### src/rtl/core/sfi_pkg.sv
// shared types and constants for the sampled function interpolator
// no dependencies; every other file in rtl/core refers to this package by scoped name
`timescale 1ns / 1ps

package sfi_pkg;

    // bit position width: covers (65534 * 15 + 7) * 32
    localparam int POS_W = 25;
    // divider dividend width: 32 bit numerator shifted by 30, or 48 bit value by 14
    localparam int DIV_W = 62;

    // item op codes
    localparam logic [1:0] OP_WRITE_BYTE   = 2'd0;
    localparam logic [1:0] OP_WRITE_DECODE = 2'd1;
    localparam logic [1:0] OP_EVALUATE     = 2'd2;

    // register indexes
    localparam logic [2:0] REG_DOMAIN_LOW   = 3'd0;
    localparam logic [2:0] REG_DOMAIN_HIGH  = 3'd1;
    localparam logic [2:0] REG_ENCODE_LOW   = 3'd2;
    localparam logic [2:0] REG_ENCODE_HIGH  = 3'd3;
    localparam logic [2:0] REG_SAMPLE_COUNT = 3'd4;
    localparam logic [2:0] REG_SAMPLE_BITS  = 3'd5;
    localparam logic [2:0] REG_OUTPUT_COUNT = 3'd6;
    localparam logic [2:0] REG_SAMPLE_BYTES = 3'd7;

    // command class decided by the front end
    typedef enum logic [1:0] {
        KIND_BYTE,
        KIND_DECODE,
        KIND_EVAL
    } sfi_kind_t;

    typedef struct packed {
        sfi_kind_t          kind;
        logic [11:0]        byte_address;
        logic [7:0]         byte_value;
        logic [2:0]         channel;
        logic signed [31:0] decode_low;
        logic signed [31:0] decode_high;
        logic signed [31:0] x;
    } sfi_cmd_t;

    typedef struct packed {
        logic signed [31:0] domain_low;
        logic signed [31:0] domain_high;
        logic signed [31:0] encode_low;
        logic signed [31:0] encode_high;
        logic [15:0]        sample_count;
        logic [5:0]         sample_bits;
        logic [3:0]         output_count;
        logic [12:0]        sample_bytes;
    } sfi_cfg_t;

    typedef struct packed {
        logic             start;
        logic [DIV_W-1:0] dividend;
        logic [31:0]      divisor;
    } sfi_div_req_t;

    typedef struct packed {
        logic             done;
        logic [DIV_W-1:0] quotient;
    } sfi_div_rsp_t;

    // back end sequencer states
    typedef enum logic [4:0] {
        ST_IDLE,
        ST_MAP,
        ST_MAP_DIV,
        ST_SC_LO,
        ST_SC_HI,
        ST_SC_ACC,
        ST_SC_END,
        ST_CLAMP,
        ST_ROW,
        ST_BASE,
        ST_CH_START,
        ST_FETCH,
        ST_TAKE,
        ST_INTERP_MUL,
        ST_INTERP_SUM,
        ST_NORM_DIV,
        ST_EMIT
    } sfi_state_t;

endpackage

### src/rtl/core/sfi_queue.sv
// two entry command queue between front end and back end
// depends on sfi_pkg for the command struct
`timescale 1ns / 1ps

module sfi_queue (
    input  logic              clk,
    input  logic              rst_n,
    input  logic              push,
    input  sfi_pkg::sfi_cmd_t push_cmd,
    output logic              full,
    input  logic              pop,
    output sfi_pkg::sfi_cmd_t pop_cmd,
    output logic              empty
);

    sfi_pkg::sfi_cmd_t slot_reg [2];
    logic [1:0]        cnt_reg;
    logic              wr_reg;
    logic              rd_reg;

    assign full    = (cnt_reg == 2'd2);
    assign empty   = (cnt_reg == 2'd0);
    assign pop_cmd = slot_reg[rd_reg];

    // pointers and fill level
    always_ff @(posedge clk or negedge rst_n)
    begin
        if (!rst_n)
        begin
            cnt_reg <= '0;
            wr_reg  <= 1'b0;
            rd_reg  <= 1'b0;
        end
        else
        begin
            if (push)
                wr_reg <= ~wr_reg;
            if (pop)
                rd_reg <= ~rd_reg;
            if (push && !pop)
                cnt_reg <= cnt_reg + 2'd1;
            else if (pop && !push)
                cnt_reg <= cnt_reg - 2'd1;
        end
    end

    // storage
    always_ff @(posedge clk)
    begin
        if (push)
            slot_reg[wr_reg] <= push_cmd;
    end

endmodule

### config.mk
export PLATFORM = sky130hd
export DESIGN_NAME = sfi_queue
export DESIGN_NICKNAME = d
export VERILOG_FILES = /design/src/rtl/core/sfi_pkg.sv /design/src/rtl/core/sfi_queue.sv
export SDC_FILE = /design/constraint.sdc
export NUM_CORES = 1
export LEC_CHECK = 0
export BUFFER_PORTS_ARGS = -buffer_cell sky130_fd_sc_hd__buf_2
export CORE_AREA = 3 3 139 141
export DETAILED_ROUTE_END_ITERATION = 12
export DIE_AREA = 0 0 142 144
export GPL_TIMING_DRIVEN = 0
export PLACE_DENSITY = 0.76
export SLEW_MARGIN = 15
export SYNTH_ARGS = -nofsm -noshare
export SYNTH_HDL_FRONTEND = slang
export SYNTH_SLANG_ARGS = --single-unit
### constraint.sdc
create_clock -name clk -period 8.48 [get_ports clk]
set_input_delay 0 -clock clk [delete_from_list [all_inputs] [get_ports clk]]
set_output_delay 0 -clock clk [all_outputs]
set_load 0.1 [all_outputs]
==> summary.md, run 1 <==
| Metric | Value |
|---|---|
| Status | `complete, no violations` |
| Area growth syn-to-layout | `39.7%` |
| GRT overflow | `0` |
| Unrepaired setup endpoints after global routing | `false` |
| Largest family of logic cells by synthesized area | `multiplexers` |
| Max_slew headroom | `62.0%` |
| Hold Fails Final Rpt | `0` |
| Synth Register Bits | `246` |
| Syn Inst Count | `393` |
| Min-Delay Path Class | `input pin to flip-flop` |
| Mux cell area share after synthesis | `18.0%` |
| Hold Worst Slack | `0.218 ns` |
| Initial DRC Count | `213` |
| XOR/XNOR Fraction of Synth Area | `0.473%` |
| Slew Limit Fails | `0` |
| Ys Warns | `0` |
| Post-CTS setup buffers | `0` |
| Fin Clk Skew | `0.0104 ns` |
| Critical path class | `flip-flop to output port` |
| Via count | `5,142` |
| Cts repair resizes | `0` |
| Die area | `20,400 um2` |
| Worst-Skew Late Latency | `0.50 ns` |
| Cell class contributing the biggest share of worst-path delay | `buffers and inverters` |
| Crit path cell chain | `buf_6 > buf_8 > buf_6 > mux2_4 > buf_2` |
| Vias in the first global route | `5,583` |
| First-pass GRT wire length | `29,600 um` |
| I/O pin cnt | `248` |
| WP buf/inv | `4` |
| Max reg flops | `242` |
| Critical Path AT | `1.97 ns` |
| Port Buf Inserts | `247` |
| Root Driver | `clkbuf_16` |
| Die X | `142 um` |
| CP Launch Type | `flip-flop` |
| Worst-Margin Slew | `0.569 ns` |
| H-Tree Depth | `1` |
| CP max stage delay | `0.44 ns` |
| Min Clock Period, post-route | `1.97 ns` |
| CTS tree | `yes` |
| Peak fanout along the critical path | `10` |
| Final nets | `925` |
| Syn Nets | `519` |
| Fraction of layout cells with a size suffix above 1 | `51.2%` |
| Most used cell, CP | `buf_6` |
| RD Place Congestion | `0.724` |
| Final setup viols | `0` |
| Drt pass-1 iters | `4` |
| Worst slack at placement | `6.79 ns` |
| # rows | `49` |
| Simple-gate share of the synthesized area | `0.284%` |
| Initial core utilization | `51.2%` |
| Tcrit/Tclk final | `23.2%` |
| GR Util All Layers | `18.4%` |
| Max Clk Rate | `509 MHz` |
| Setup crit end kind | `output port` |
| Filler cells | `1,068` |
| Deepest clock path buffer count | `3` |
| Core Area | `18,100 um2` |
| Slowest cell on the critical path | `buf_2` |
| DP Wirelength | `12,200 um` |
| Die height | `144 um` |
| Synth Area in Adders | `0.135%` |
| WL final | `19,700 um` |
| Max-cap violation count | `0` |
| CTS Sinks | `246` |
| Setup slack after layout | `6.51 ns` |
| Worst EP required | `8.48 ns` |
| Reg clk slew, reported paths | `0.06 ns` |
| Count of cell types in the netlist | `14` |
| Complex-gate fraction of the synthesized area | `0%` |
| # DRC | `0` |
| Avg Cell Area, Syn | `23.5 um2` |
| CTS Buf Count | `25` |
| Largest net degree at the start of global routing | `54` |
| Detail Route Antenna Nets | `0` |
| Sequential-to-total area share from yosys stat | `79.6%` |
| DR WL/cell | `18.8 um` |
| Synthesized cell area | `9250 um2` |
| Initial antenna violation count | `0` |
| Vias/cell | `4.92` |
==> kinds of logic after synthesis <==
family / count (synthesis)
DFF: 246
buffers and inverters: 15
xor gates and xnor gates: 5
muxes: 121
adders and majority gates: 1
and+or+nand+nor: 5
==> timing repair <==
action,CTS,global route
hold buffers,125,0
hold endpoints to repair,249,0
endpoints found under the setup margin,0,0
==> metrics by stage <==
step	instance area (um2)	utilization (%)	cells	TNS (ns)
after floorplan	9250	-	393	0
after global placement	10800	59.6	869	-51.39
after detailed placement	11000	60.6	876	0
after CTS	12900	71.5	1044	0
after global routing	12900	71.5	1044	0
final	12900	71.5	1045	0
==> worst register-to-register path: cells and delay by family (launching register included) <==
kind | cells | cell delay [ns]
and+or+nand+nor | 1 | 0.49
buffers and inverters | 2 | 0.44
DFF | 1 | 0.43
==> final cells by class <==
class                      count  area, um2  share of cell area (%)
timing repair buffer         379       2660                    20.6
clock inverter                 9       60.1                   0.465
multi-input combinational    132       1760                    13.6
tap                          229        287                    2.22
buffer                        14        136                    1.05
sequential                   246       7370                    57.0
clock buffer                  34        659                    5.10
antenna                        1       2.50                  0.0194
inverter                       1       3.75                  0.0290
==> Yosys cell counts, drive strengths merged <==
cell    instances  area, um2
mux2          121       1660
and2            1       6.26
nor2            2       7.51
buf            14        136
dfrtp           4        100
nor2b           2       12.5
ha              1       12.5
xnor2           1       8.76
inv             1       3.75
edfxtp        242       7270
xor2            4       35.0
==> layer usage <==
metal / global-route usage, % / part of all wire (%) / up-vias / wire, um
met2: 32.5 / 51 / 203 / 9990
met3: 4.89 / 7.0 / 33 / 1370
li1: - / - / 2373 / -
met5: 0 / 0 / - / 0
met1: 22.7 / 40 / 2533 / 7920
met4: 4.34 / 1.9 / 0 / 381
==> cell usage in the layout (no fill, tap or decap), drive strengths merged <==
master,count
and2,1
edfxtp,242
xor2,4
diode,1
ha,1
xnor2,1
nor2b,2
inv,1
mux2,121
clkbuf,34
buf,268
dlygate4sd3,125
dfrtp,4
bufinv,1
nor2,2
clkinv,8
==> path summary, 6_finish.rpt <==
| kind | from | endpoint | slack (ns) | cells after the start |
|---|---|---|---|---|
| max in group asynchronous | rst_n | cnt_reg[0] | 7.90 | 3 |
| hold reg to reg | cnt_reg[1] | cnt_reg[1] | 0.53 | 1 |
| min in group asynchronous | rst_n | wr_reg | 0.41 | 3 |
| setup reg to reg | wr_reg | slot_reg[0][61] | 6.80 | 3 |
| setup / recovery | rd_reg | pop_cmd[63] | 6.51 | 5 |
| hold / removal | push_cmd[12] | slot_reg[0][12] | 0.22 | 2 |
Power of run 1 is left out: the tool's default activity adds up to more than one toggle a clock period on the data nets, which glitch-free logic cannot reach.
==> run 2: changes to the inputs <==
==> constraint.sdc (replaced) <==
create_clock -name clk -period 2 [get_ports clk]
set_input_delay 0 -clock clk [delete_from_list [all_inputs] [get_ports clk]]
set_output_delay 0 -clock clk [all_outputs]
set_load 0.1 [all_outputs]
==> run 2 against run 1 <==
Effect of this change:
- wire length increased by 2.5%
- clock-buffer cell count shrank 6
- clock skew down 0.0044 ns
- sequential cell count unchanged
- critical path depth did not move
==> summary.md, run 2 (synthesis gave the netlist of run 1 again) <==
| Metric | Value |
|---|---|
| Area growth syn-to-layout | `43.4%` |
| Min Clock Period, post-route | `1.91 ns` |
| CP Launch Type | `flip-flop` |
| Die height | `144 um (unchanged)` |
| Commonest non-fill, non-tap cell in the layout | `edfxtp_1` |
| Deepest clock path buffer count | `3 (unchanged)` |
| Placed Area | `11,000 um2 (unchanged)` |
| Slowest cell on the critical path | `dfrtp_1` |
| Via count | `5,211 (+1.3%)` |
| Die area | `20,400 um2 (unchanged)` |
| Initial core utilization | `51.2% (unchanged)` |
| CTS tree | `yes` |
| Vias in the first global route | `5,805 (+4.0%)` |
| Port Buf Inserts | `247 (unchanged)` |
| Drt pass-1 iters | `4 (unchanged)` |
| Detail Route Antenna Nets | `0 (unchanged)` |
| Post-CTS setup buffers | `0 (unchanged)` |
| Most used cell, CP | `buf_6` |
| Critical Path AT | `1.91 ns (-0.06 ns)` |
| Filler cells | `1,008 (-5.6%)` |
| Worst-Skew Late Latency | `0.51 ns (about the same)` |
| R2r setup slk | `0.14 ns (-6.66 ns)` |
| Unrepaired setup endpoints after global routing | `false` |
| # rows | `49 (unchanged)` |
| Status | `complete, no violations` |
| Root Driver | `clkbuf_16` |
| # DRC | `0 (unchanged)` |
| Max Clk Rate | `524 MHz` |
| Max-cap violation count | `0 (unchanged)` |
| Final instance area | `13,300 um2 (+2.6%)` |
| Register Area | `7370 um2 (unchanged)` |
| Initial antenna violation count | `0 (unchanged)` |
| GRT overflow | `0 (unchanged)` |
| Vias/cell | `4.97 (+1.1%)` |
| First-pass GRT wire length | `30,000 um (+1.6%)` |
| Hold Fails Final Rpt | `0 (unchanged)` |
| DP Wirelength | `12,300 um (+1.0%)` |
| Worst-Margin Slew | `0.534 ns (-0.0348 ns)` |
| Peak fanout along the critical path | `10 (unchanged)` |
| H-Tree Depth | `1 (unchanged)` |
| Tcrit/Tclk final | `95.4%` |
| Fin Clk Skew | `0.00599 ns (-0.00438 ns)` |
| Max reg flops | `242 (unchanged)` |
| Final nets | `925 (unchanged)` |
| Crit path cell chain | `buf_6 > buf_8 > buf_6 > mux2_4 > buf_4` |
| DR WL/cell | `19.2 um (+2.2%)` |
| Critical path class | `flip-flop to output port` |
| Largest net degree at the start of global routing | `55 (+1.9%)` |
| Reg clk slew, reported paths | `0.06 ns (about the same)` |
| CP max stage delay | `0.34 ns (-0.10 ns)` |
| Fraction of layout cells with a size suffix above 1 | `52.7% (+1.5 points)` |
| I/O pin cnt | `248 (unchanged)` |
| CTS Buf Count | `25 (unchanged)` |
| Slew Limit Fails | `0 (unchanged)` |
| Worst EP required | `2.00 ns (-6.48 ns)` |
| Max_slew headroom | `64.3% (+2.3 points)` |
| Min-Delay Path Class | `input pin to flip-flop` |
| Initial DRC Count | `244 (+15%)` |
| Setup crit end kind | `output port` |
| Core Area | `18,100 um2 (unchanged)` |
| Post-layout util | `73.4% (+1.9 points)` |
| GR Util All Layers | `18.6% (+0.18 points)` |
| RD Place Congestion | `0.744 (+2.8%)` |
| Multi-input logic area | `1760 um2 (unchanged)` |
| Commonest non-fill, non-tap cells in the layout | `242 x edfxtp_1, 171 x buf_2, 125 x dlygate4sd3_1` |
| CTS Sinks | `246 (unchanged)` |
| Die X | `142 um (unchanged)` |
| WL final | `20,200 um (+2.5%)` |
| Final setup viols | `0 (unchanged)` |
## run 2: changes by cell type in the layout (fill, tap and decap cells not counted), sizes merged
cell      before  now
clkinvlp       0    1
clkinv         8   10
clkbuf        34   28
inv            1    3
bufinv         1    5
## run 2: worst max-delay path: cells and delay by family (launching register included)
family | cells | cell delay (ns)
buf+inv | 4 | 0.73
flops | 1 | 0.34
mux | 1 | 0.33
## run 2: layout make-up
type / instances / area share, %
Sequential cell: 246 / 55.5
Timing Repair Buffer: 379 / 21.5
Multi-Input combinational cell: 132 / 13.2
Clock buffer: 28 / 4.80
Tap cell: 229 / 2.16
Clock inverter: 18 / 1.67
Buffer: 14 / 1.03
Inverter: 1 / 0.0283
Antenna cell: 1 / 0.0189
## run 2: what timing repair did
action                     4_1_cts  5_1_grt
hold endpoints to repair       249        0
hold buffers                   125        0
setup endpoints to repair       11       69
resized for setup               11      138
## run 2: layer usage
layer	share of wire, %	vias up	routed length (um)	global-route usage, %
met2	53	220	10800	34.5
met1	37	2573	7540	21.2
met3	7.2	37	1460	4.60
met5	0	-	0	0
met4	2.0	0	402	5.40
li1	-	2381	-	-
## run 2: through the flow
| step | hold WS (ns) | setup TNS, ns | worst slack (ns) | cells |
|---|---|---|---|---|
| after floorplan | -0.296 | -122.45 | -0.642 | 393 |
| after global placement | -0.195 | -298.28 | -1.45 | 869 |
| after detailed placement | -0.187 | 0 | 0.147 | 876 |
| after CTS | 0.188 | 0 | 0.000135 | 1047 |
| after global routing | 0.201 | 0 | 0.00412 | 1047 |
| final | 0.216 | 0 | 0.0915 | 1048 |
## run 2: worst paths after layout
kind / startpoint / to / depth (start not counted)
max: rd_reg / pop_cmd[27] / 5
min reg2reg: cnt_reg[1] / cnt_reg[1] / 1
min in group asynchronous: rst_n / cnt_reg[1] / 3
max reg2reg: wr_reg / slot_reg[0][31] / 4
min: push_cmd[120] / slot_reg[0][120] / 2
max in group asynchronous: rst_n / rd_reg / 3
Power of run 2 is left out for the same reason.
