**src/rtl/core/sfi_pkg.sv**
```systemverilog
// shared types and constants for the sampled function interpolator
// no dependencies; every other file in rtl/core refers to this package by scoped name
`timescale 1ns / 1ps

package sfi_pkg;

    // bit position width: covers (65534 * 15 + 7) * 32
    localparam int POS_W = 25;
    // divider dividend width: 32 bit numerator shifted by 30, or 48 bit value by 14
    localparam int DIV_W = 62;

    // item op codes
    localparam logic [1:0] OP_WRITE_BYTE   = 2'd0;
    localparam logic [1:0] OP_WRITE_DECODE = 2'd1;
    localparam logic [1:0] OP_EVALUATE     = 2'd2;

    // register indexes
    localparam logic [2:0] REG_DOMAIN_LOW   = 3'd0;
    localparam logic [2:0] REG_DOMAIN_HIGH  = 3'd1;
    localparam logic [2:0] REG_ENCODE_LOW   = 3'd2;
    localparam logic [2:0] REG_ENCODE_HIGH  = 3'd3;
    localparam logic [2:0] REG_SAMPLE_COUNT = 3'd4;
    localparam logic [2:0] REG_SAMPLE_BITS  = 3'd5;
    localparam logic [2:0] REG_OUTPUT_COUNT = 3'd6;
    localparam logic [2:0] REG_SAMPLE_BYTES = 3'd7;

    // command class decided by the front end
    typedef enum logic [1:0] {
        KIND_BYTE,
        KIND_DECODE,
        KIND_EVAL
    } sfi_kind_t;

    typedef struct packed {
        sfi_kind_t          kind;
        logic [11:0]        byte_address;
        logic [7:0]         byte_value;
        logic [2:0]         channel;
        logic signed [31:0] decode_low;
        logic signed [31:0] decode_high;
        logic signed [31:0] x;
    } sfi_cmd_t;

    typedef struct packed {
        logic signed [31:0] domain_low;
        logic signed [31:0] domain_high;
        logic signed [31:0] encode_low;
        logic signed [31:0] encode_high;
        logic [15:0]        sample_count;
        logic [5:0]         sample_bits;
        logic [3:0]         output_count;
        logic [12:0]        sample_bytes;
    } sfi_cfg_t;

    typedef struct packed {
        logic             start;
        logic [DIV_W-1:0] dividend;
        logic [31:0]      divisor;
    } sfi_div_req_t;

    typedef struct packed {
        logic             done;
        logic [DIV_W-1:0] quotient;
    } sfi_div_rsp_t;

    // back end sequencer states
    typedef enum logic [4:0] {
        ST_IDLE,
        ST_MAP,
        ST_MAP_DIV,
        ST_SC_LO,
        ST_SC_HI,
        ST_SC_ACC,
        ST_SC_END,
        ST_CLAMP,
        ST_ROW,
        ST_BASE,
        ST_CH_START,
        ST_FETCH,
        ST_TAKE,
        ST_INTERP_MUL,
        ST_INTERP_SUM,
        ST_NORM_DIV,
        ST_EMIT
    } sfi_state_t;

endpackage

```
**src/rtl/core/sfi_divider.sv**
```systemverilog
// unsigned restoring divider, one quotient bit per cycle
// depends on sfi_pkg for the request and response structs
`timescale 1ns / 1ps

module sfi_divider (
    input  logic                  clk,
    input  logic                  rst_n,
    input  sfi_pkg::sfi_div_req_t req,
    output sfi_pkg::sfi_div_rsp_t rsp
);

    localparam int DIV_W = sfi_pkg::DIV_W;

    logic [DIV_W-1:0] dvd_reg;
    logic [31:0]      rem_reg;
    logic [31:0]      dsr_reg;
    logic [5:0]       cnt_reg;
    logic             busy_reg;
    logic             done_reg;

    logic [32:0]      rem_sh;
    logic             ge;
    logic [32:0]      rem_nx;

    // one shift and subtract step
    always_comb
    begin
        rem_sh = {rem_reg, dvd_reg[DIV_W-1]};
        ge     = rem_sh >= {1'b0, dsr_reg};
        rem_nx = ge ? (rem_sh - {1'b0, dsr_reg}) : rem_sh;
    end

    // control
    always_ff @(posedge clk or negedge rst_n)
    begin
        if (!rst_n)
        begin
            busy_reg <= 1'b0;
            done_reg <= 1'b0;
            cnt_reg  <= '0;
        end
        else
        begin
            done_reg <= busy_reg && (cnt_reg == 6'd0);
            if (req.start)
            begin
                busy_reg <= 1'b1;
                cnt_reg  <= 6'(DIV_W - 1);
            end
            else if (busy_reg)
            begin
                if (cnt_reg == 6'd0)
                    busy_reg <= 1'b0;
                else
                    cnt_reg <= cnt_reg - 6'd1;
            end
        end
    end

    // datapath: quotient bits shift in where the dividend shifts out
    always_ff @(posedge clk)
    begin
        if (req.start)
        begin
            dvd_reg <= req.dividend;
            rem_reg <= '0;
            dsr_reg <= req.divisor;
        end
        else if (busy_reg)
        begin
            dvd_reg <= {dvd_reg[DIV_W-2:0], ge};
            rem_reg <= rem_nx[31:0];
        end
    end

    assign rsp.done     = done_reg;
    assign rsp.quotient = dvd_reg;

endmodule

```
**config.mk**
```make
export PLATFORM = sky130hd
export DESIGN_NAME = sfi_divider
export DESIGN_NICKNAME = d
export VERILOG_FILES = /design/src/rtl/core/sfi_pkg.sv /design/src/rtl/core/sfi_divider.sv
export SDC_FILE = /design/constraint.sdc
export NUM_CORES = 1
export LEC_CHECK = 0
export BUFFER_PORTS_ARGS = -buffer_cell sky130_fd_sc_hd__buf_2
export CAP_MARGIN = 40
export CORE_AREA = 2 2 120 145
export DETAILED_ROUTE_END_ITERATION = 16
export DIE_AREA = 0 0 122 147
export PLACE_DENSITY = 0.67
export SLEW_MARGIN = 20
export SYNTH_ARGS = -nofsm -noshare
export SYNTH_HDL_FRONTEND = slang
export SYNTH_SLANG_ARGS = --single-unit
```
**constraint.sdc**
```tcl
create_clock -name clk -period 3.4 [get_ports clk]
set_input_delay 0.34 -clock clk [delete_from_list [all_inputs] [get_ports clk]]
set_output_delay 0.34 -clock clk [all_outputs]
set_load 0.03 [all_outputs]
```
==> impl_metrics.py, run 1 <==
metrics = {
    "status": {
        "outcome": "complete, no violations",
    },
    "power": {
        "pwr_density_cell_mw_per_mm2": 548.1,
        "cellLeakagePower_nw": 3.921,
        "irDropWorstVdd_mv": 0.3608,
    },
    "placed_design": {
        "place.port_buffers": 159,
        "placed_area_mm2": 0.008514,
        "dp.final_hpwl_mm": 11.96,
        "final_weighted_congestion_in_routability_driven_placement": 0.8973,
    },
    "synth": {
        "count_of_flip_flops_with_a_built_in_enable_after_synthesis": 94,
        "ys_dominant_reg_cell": "edfxtp_1",
        "async_reset_ff_share_pct": 5.970,
        "netlist-cell-type-count": 64,
        "yosysSeqAreaShare_pct": 49.90,
        "syn_area_mm2": 0.007342,
        "post_synth_inst_count": 676,
        "postSynthNetCount": 808,
        "ys_ff_latch": 134,
        "synth.yosys.warnings": 0,
        "avgSynthCellArea_um2": 10.86,
    },
    "route": {
        "final_antenna_net_count": 0,
        "post-route-drc-count": 0,
        "route.detailed.wl_per_inst_um": 15.21,
        "postRouteWirelength_mm": 16.46,
        "routed-via-count": 5644,
        "via_density_per_instance": 5.216,
        "drt_pre_antenna_iters": 5,
        "drt_first_iter_violations": 309,
    },
    "critical_path": {
        "crit_path_end": "rem_reg[26]",
        "timing.reg2reg.worst_path_depth": 12,
        "timing.critical_path.fanout_max": 3,
        "worst_ep_arrival_time_ns": 3.46,
        "r2r_end": "rem_reg[26]",
        "regToRegStartpoint": "dvd_reg[61]",
        "timing_worst_setup_path_type": "reg2reg",
        "worst-r2r-setup-slack_ns": 0.29,
        "worstSetupStartpointType": "flip-flop",
        "cp-startpoint": "dvd_reg[61]",
        "critical_path_rt_ns": 3.75,
        "end_kind": "flip-flop",
    },
    "finish": {
        "mostFrequentLayoutCells": "buf_2 (158), edfxtp_1 (94), nand2_1 (81)",
        "layout_commonest_cell": "buf_2",
        "final_layout_size_suffix_gt1_share_pct": 34.99,
        "layout.filler_cells": 1494,
        "final_nets": 985,
        "finished_layout_cell_area_mm2": 0.009104,
        "synthToLayoutAreaGrowth_pct": 23.99,
        "multiInputGateArea_mm2": 0.003341,
        "n_antenna_cell": 0,
        "regArea_mm2": 0.003664,
        "largest_register_ff_count": 62,
    },
    "timing": {
        "final.setup_skew_ns": 0.006682,
        "max_slew.worst_pin.slew_ns": 0.7005,
        "hold_viol_final": 0,
        "rsz_0062_raised_after_global_routing": "false",
        "layout_min_cycle_time_ns": 3.111,
        "report.final.slew_viol_count": 0,
        "max_freq_mhz": 321.5,
        "setup-tns-final_ns": 0,
        "setup_violations": 0,
        "timing.slew.headroom_pct": 53.30,
        "period_share_pct": 91.49,
    },
    "clock_network": {
        "post_cts_buffers": 0,
        "cts_tree": "yes",
        "holdBufCountCts": 1,
        "number_of_buffers_created_by_cts": 17,
        "cts.path.max_buffers": 2,
        "cts_resized": 0,
        "worst_skew_pair.late_latency_ns": 0.42,
        "cts.htree.levels": 4,
        "clockRootBuffer": "clkbuf_16",
        "clkTransAtPathRegs_ns": 0.06,
        "clock_sinks": 134,
    },
    "min_path": {
        "holdCritPathClass": "in2reg",
    },
    "global_route": {
        "grt_antenna_before_repair": 0,
        "grt_start_max_net_pins": 132,
        "grt_pass1_vias": 5684,
        "grt-ovfl-total": 0,
        "grt_first_pass_wirelength_mm": 27.03,
        "grtUsageTotal_pct": 19.01,
    },
    "flow_run": {
        "drv.max_cap_violation_count": 0,
    },
    "floorplanning": {
        "std_cell_rows": 52,
        "fp.coreArea_mm2": 0.01659,
        "die_area_mm2": 0.01793,
        "start_util_pct": 44.25,
        "die_width_um": 122,
        "die_h_um": 147,
        "io_pins": 160,
    },
}
## critical path, cell delays in order (launching register included)
cell and delay [ns]:
edfxtp_1 0.37, inv_1 0.05, ha_1 0.22, fa_1 0.39
nand2b_1 0.20, a21oi_2 0.22, o31ai_2 0.11, a211o_1 0.36
a2111oi_2 0.38, o21a_2 0.22, nor3_1 0.05, or3b_1 0.36
o21ai_1 0.12
## Yosys cell counts (3+ instances only)
| cell | count | area (um^2) |
|---|---|---|
| nand3_1 | 17 | 85.08 |
| buf_6 | 4 | 45.04 |
| buf_4 | 3 | 22.52 |
| nand4b_1 | 3 | 26.28 |
| nand2_1 | 81 | 304.0 |
| xnor2_1 | 20 | 175.2 |
| nand2b_1 | 11 | 68.82 |
| o211ai_1 | 4 | 30.03 |
| nor2_1 | 53 | 198.9 |
| nor4_1 | 5 | 31.28 |
| nand4_1 | 8 | 50.05 |
| and3_1 | 4 | 25.02 |
| nor2b_1 | 4 | 25.02 |
| mux2i_1 | 6 | 60.06 |
| inv_1 | 41 | 153.9 |
| buf_2 | 5 | 25.02 |
| edfxtp_1 | 94 | 2823 |
| o21bai_1 | 3 | 22.52 |
| o21a_1 | 3 | 22.52 |
| o21ai_0 | 17 | 85.08 |
| o21ai_1 | 3 | 15.01 |
| ha_1 | 34 | 425.4 |
| a21oi_1 | 32 | 160.2 |
| clkbuf_1 | 22 | 82.58 |
| a21o_1 | 12 | 90.09 |
| nor3_1 | 10 | 50.05 |
| dfxtp_1 | 32 | 640.6 |
| a211oi_1 | 3 | 22.52 |
| xor2_1 | 10 | 87.58 |
| mux2_2 | 64 | 720.7 |
| a311oi_1 | 23 | 201.4 |
| dfrtp_1 | 8 | 200.2 |
## report_power, final
group	total, mW	internal (mW)	switching (mW)
Clock	1.82	1.09	0.728
Combinational	1.16	0.489	0.676
Sequential	2.01	1.92	0.0879
## layer usage
metal / vias to the layer above / part of all wire [%] / global-route usage (%) / routed length [um]
met5: - / 0 / 0 / 0
met4: 0 / 1.0 / 5.230 / 165
met3: 15 / 6.9 / 6.017 / 1131
met2: 156 / 50 / 32.57 / 8148
met1: 2650 / 43 / 22.91 / 7014
li1: 2823 / - / - / -
## layout make-up
class / count / area share [%]
Inverter: 41 / 1.690
Multi-Input combinational cell: 465 / 36.70
Clock buffer: 18 / 4.714
Clock inverter: 14 / 1.649
Timing Repair Buffer: 194 / 12.04
Sequential cell: 134 / 40.24
Tap cell: 216 / 2.969
## stage by stage
stage	utilization [%]	power, mW	hold WS (ns)	setup WS, ns	std cells
floorplan	-	2.857	0.04441	0.3695	676
global placement	51.23	3.190	0.1961	0.2269	1048
detailed placement	51.32	3.203	0.1964	0.3002	1049
CTS	54.87	5.043	0.07526	0.2679	1082
global route	54.87	5.225	0.07872	0.1512	1082
finish	54.87	4.989	0.09602	0.2894	1082
## logic make-up (layout without fill, tap and decap cells)
kind of cell / Yosys count / count (layout) / share of synthesized area (%)
AND/OR/NAND/NOR: 203 / 203 / 12.47
XOR/XNOR: 30 / 30 / 3.579
flip-flops: 134 / 134 / 49.90
buffers and inverters: 77 / 267 / 4.601
AO/OA/AOI/OAI: 127 / 127 / 12.75
multiplexers: 70 / 70 / 10.63
adder cells (fa/ha/maj): 35 / 35 / 6.067
## how the worst min path moves through the flow
stage	start	end	depth (start not counted)	slack, ns
after floorplan	rst_n	busy_reg	0	0.04
after global placement	rst_n	cnt_reg[1]	1	0.20
after detailed placement	rst_n	done_reg	1	0.20
after CTS	req[22]	dsr_reg[22]	1	0.08
after global routing	req[27]	dsr_reg[27]	1	0.08
final	req[25]	dsr_reg[25]	1	0.1
Note: power is estimated with default switching activity, not from simulation.
==> run 2: changes to the inputs <==
--- a/config.mk
+++ b/config.mk
@@ -5,12 +5,12 @@
 export SDC_FILE = /design/constraint.sdc
 export NUM_CORES = 1
 export LEC_CHECK = 0
-export BUFFER_PORTS_ARGS = -buffer_cell sky130_fd_sc_hd__buf_2
 export CAP_MARGIN = 40
 export CORE_AREA = 2 2 120 145
+export CTS_BUF_LIST = sky130_fd_sc_hd__clkbuf_16
 export DETAILED_ROUTE_END_ITERATION = 16
 export DIE_AREA = 0 0 122 147
-export PLACE_DENSITY = 0.67
+export DONT_BUFFER_PORTS = 1
 export SLEW_MARGIN = 20
 export SYNTH_ARGS = -nofsm -noshare
 export SYNTH_HDL_FRONTEND = slang
==> run 2 against run 1 <==
- critical endpoint unchanged
- hold slack lost 0.068 ns
- combinational power fell by 25%
- sequential power is 8% higher
- largest cell class unchanged
==> impl_metrics.py, run 2 (synthesis results as in run 1) <==
metrics = {
    "global_route": {
        "grt_antenna_before_repair": 0,
        "grt_first_pass_wirelength_mm": 26.03,
        "grtUsageTotal_pct": 18.15,
        "grt_start_max_net_pins": 128,
        "grt-ovfl-total": 0,
        "grt_pass1_vias": 5442,
    },
    "timing": {
        "max_slew.worst_pin.slew_ns": 0.7510,
        "timing.slew.headroom_pct": 49.93,
        "final.setup_skew_ns": 0.01248,
        "report.final.slew_viol_count": 0,
        "layout_min_cycle_time_ns": 3.092,
        "hold_viol_final": 0,
        "worst_slack_ns": 0.3076,
        "max_freq_mhz": 323.4,
        "setup_violations": 0,
        "rsz_0062_raised_after_global_routing": "false",
        "setup-tns-final_ns": 0,
        "period_share_pct": 90.95,
    },
    "floorplanning": {
        "die_area_mm2": 0.01793,
        "start_util_pct": 44.25,
        "die_width_um": 122,
        "io_pins": 160,
        "fp.coreArea_mm2": 0.01659,
        "std_cell_rows": 52,
        "die_h_um": 147,
    },
    "finish": {
        "layout.filler_cells": 1512,
        "mostFrequentLayoutCells": "edfxtp_1 (94), nand2_1 (81), mux2_2 (64)",
        "n_antenna_cell": 0,
        "final_layout_size_suffix_gt1_share_pct": 18.69,
        "largest_register_ff_count": 62,
        "synthToLayoutAreaGrowth_pct": 16.79,
        "layout_commonest_cell": "edfxtp_1",
        "final_nets": 852,
        "layout.core_utilization_pct": 51.68,
    },
    "min_path": {
        "holdCritPathClass": "in2reg",
        "worstHoldStart": "req[94]",
    },
    "critical_path": {
        "critical_path_buf_inv_count": 1,
        "slowest_delay_ns": 0.38,
        "timing.critical_path.fanout_max": 3,
        "worst-r2r-setup-slack_ns": 0.31,
        "timing_worst_setup_path_type": "reg2reg",
        "timing.critical_path.max_delay_family": "compound AO/OA/AOI/OAI gates",
        "crit_chain": "inv_1 > ha_1 > fa_1 > nand2b_1 > a21oi_2 > o31ai_2 > a211o_1 > a2111oi_2 > o21a_2 > nor3_1 > or3b_1 > o21ai_1",
        "end_kind": "flip-flop",
        "worstSetupStartpointType": "flip-flop",
        "worst_ep_arrival_time_ns": 3.44,
        "crit_path_top_delay_cell": "fa_1",
        "critical_path_rt_ns": 3.75,
        "cp-startpoint": "dvd_reg[61]",
        "regToRegStartpoint": "dvd_reg[61]",
    },
    "route": {
        "post-route-drc-count": 0,
        "postRouteWirelength_mm": 15.84,
        "drt_first_iter_violations": 213,
        "via_density_per_instance": 5.507,
        "drt_pre_antenna_iters": 5,
        "route.detailed.wl_per_inst_um": 16.69,
        "routed-via-count": 5226,
        "final_antenna_net_count": 0,
    },
    "clock_network": {
        "number_of_buffers_created_by_cts": 17,
        "cts.path.max_buffers": 2,
        "clock_sinks": 134,
        "cts_tree": "yes",
        "clockRootBuffer": "clkbuf_16",
        "cts.htree.levels": 4,
        "post_cts_buffers": 0,
        "clkTransAtPathRegs_ns": 0.06,
        "holdBufCountCts": 35,
        "cts_resized": 0,
        "worst_skew_pair.late_latency_ns": 0.42,
    },
    "placed_design": {
        "preCtsSetupSlack_ns": 0.3269,
        "place.port_buffers": 0,
        "dp.final_hpwl_mm": 10.92,
        "final_weighted_congestion_in_routability_driven_placement": 0.9085,
    },
    "flow_run": {
        "drv.max_cap_violation_count": 0,
    },
    "status": {
        "outcome": "complete, no violations",
    },
    "power": {
        "pwr_density_cell_mw_per_mm2": 568.9,
        "irDropWorstVdd_mv": 0.3428,
        "cellLeakagePower_nw": 3.389,
    },
}
-- run 2: changes by cell type in the layout (fill, tap and decap cells not counted), moves of 2 or more --
cell	previous run	this run
buf_2	158	0
dlygate4sd3_1	1	36
buf_4	32	24
buf_12	2	0
clkinv_2	3	1
inv_6	3	5
inv_8	1	3
-- run 2: layer usage --
layer  vias up  GRT usage (%)  wire length, um
met4         0          7.069              263
met5         -              0                0
met1      2488          21.84             6568
li1       2546              -                -
met3        20          5.862             1152
met2       172          30.06             7852
-- run 2: power breakdown --
group	total, mW	leakage [nW]	internal, mW	switching, mW
registers	2.18	1.31	1.93	0.258
clock network	1.82	0.288	1.04	0.783
logic	0.872	1.79	0.413	0.459
-- run 2: cell type report --
| cell class | instances | area, um^2 | share of cell area [%] |
|---|---|---|---|
| Clock buffer | 17 | 425.4 | 4.961 |
| Clock inverter | 15 | 162.7 | 1.897 |
| Inverter | 41 | 156.4 | 1.824 |
| Multi-Input combinational cell | 465 | 3341 | 38.96 |
| Sequential cell | 134 | 3664 | 42.73 |
| Tap cell | 216 | 270.3 | 3.152 |
| Timing Repair Buffer | 61 | 555.5 | 6.479 |
-- run 2: path summary, 6_finish.rpt --
kind	endpoint	cells past startpoint
min	rem_reg[19]	1
min in group asynchronous	cnt_reg[0]	1
max	rem_reg[26]	12
max reg2reg	rem_reg[26]	12
max in group asynchronous	cnt_reg[4]	1
min reg2reg	rem_reg[31]	2
-- run 2: per-stage QoR --
| step | hold slack (ns) | cell area [um^2] | total power [mW] | std cells |
|---|---|---|---|---|
| floorplan | 0.04441 | 7342 | 2.857 | 676 |
| global placement | 0.04486 | 7609 | 3.029 | 880 |
| detailed placement | 0.04487 | 7626 | 3.044 | 881 |
| CTS | 0.001887 | 8564 | 4.942 | 948 |
| global route | 0.006272 | 8574 | 5.110 | 949 |
| finish | 0.02769 | 8574 | 4.878 | 949 |
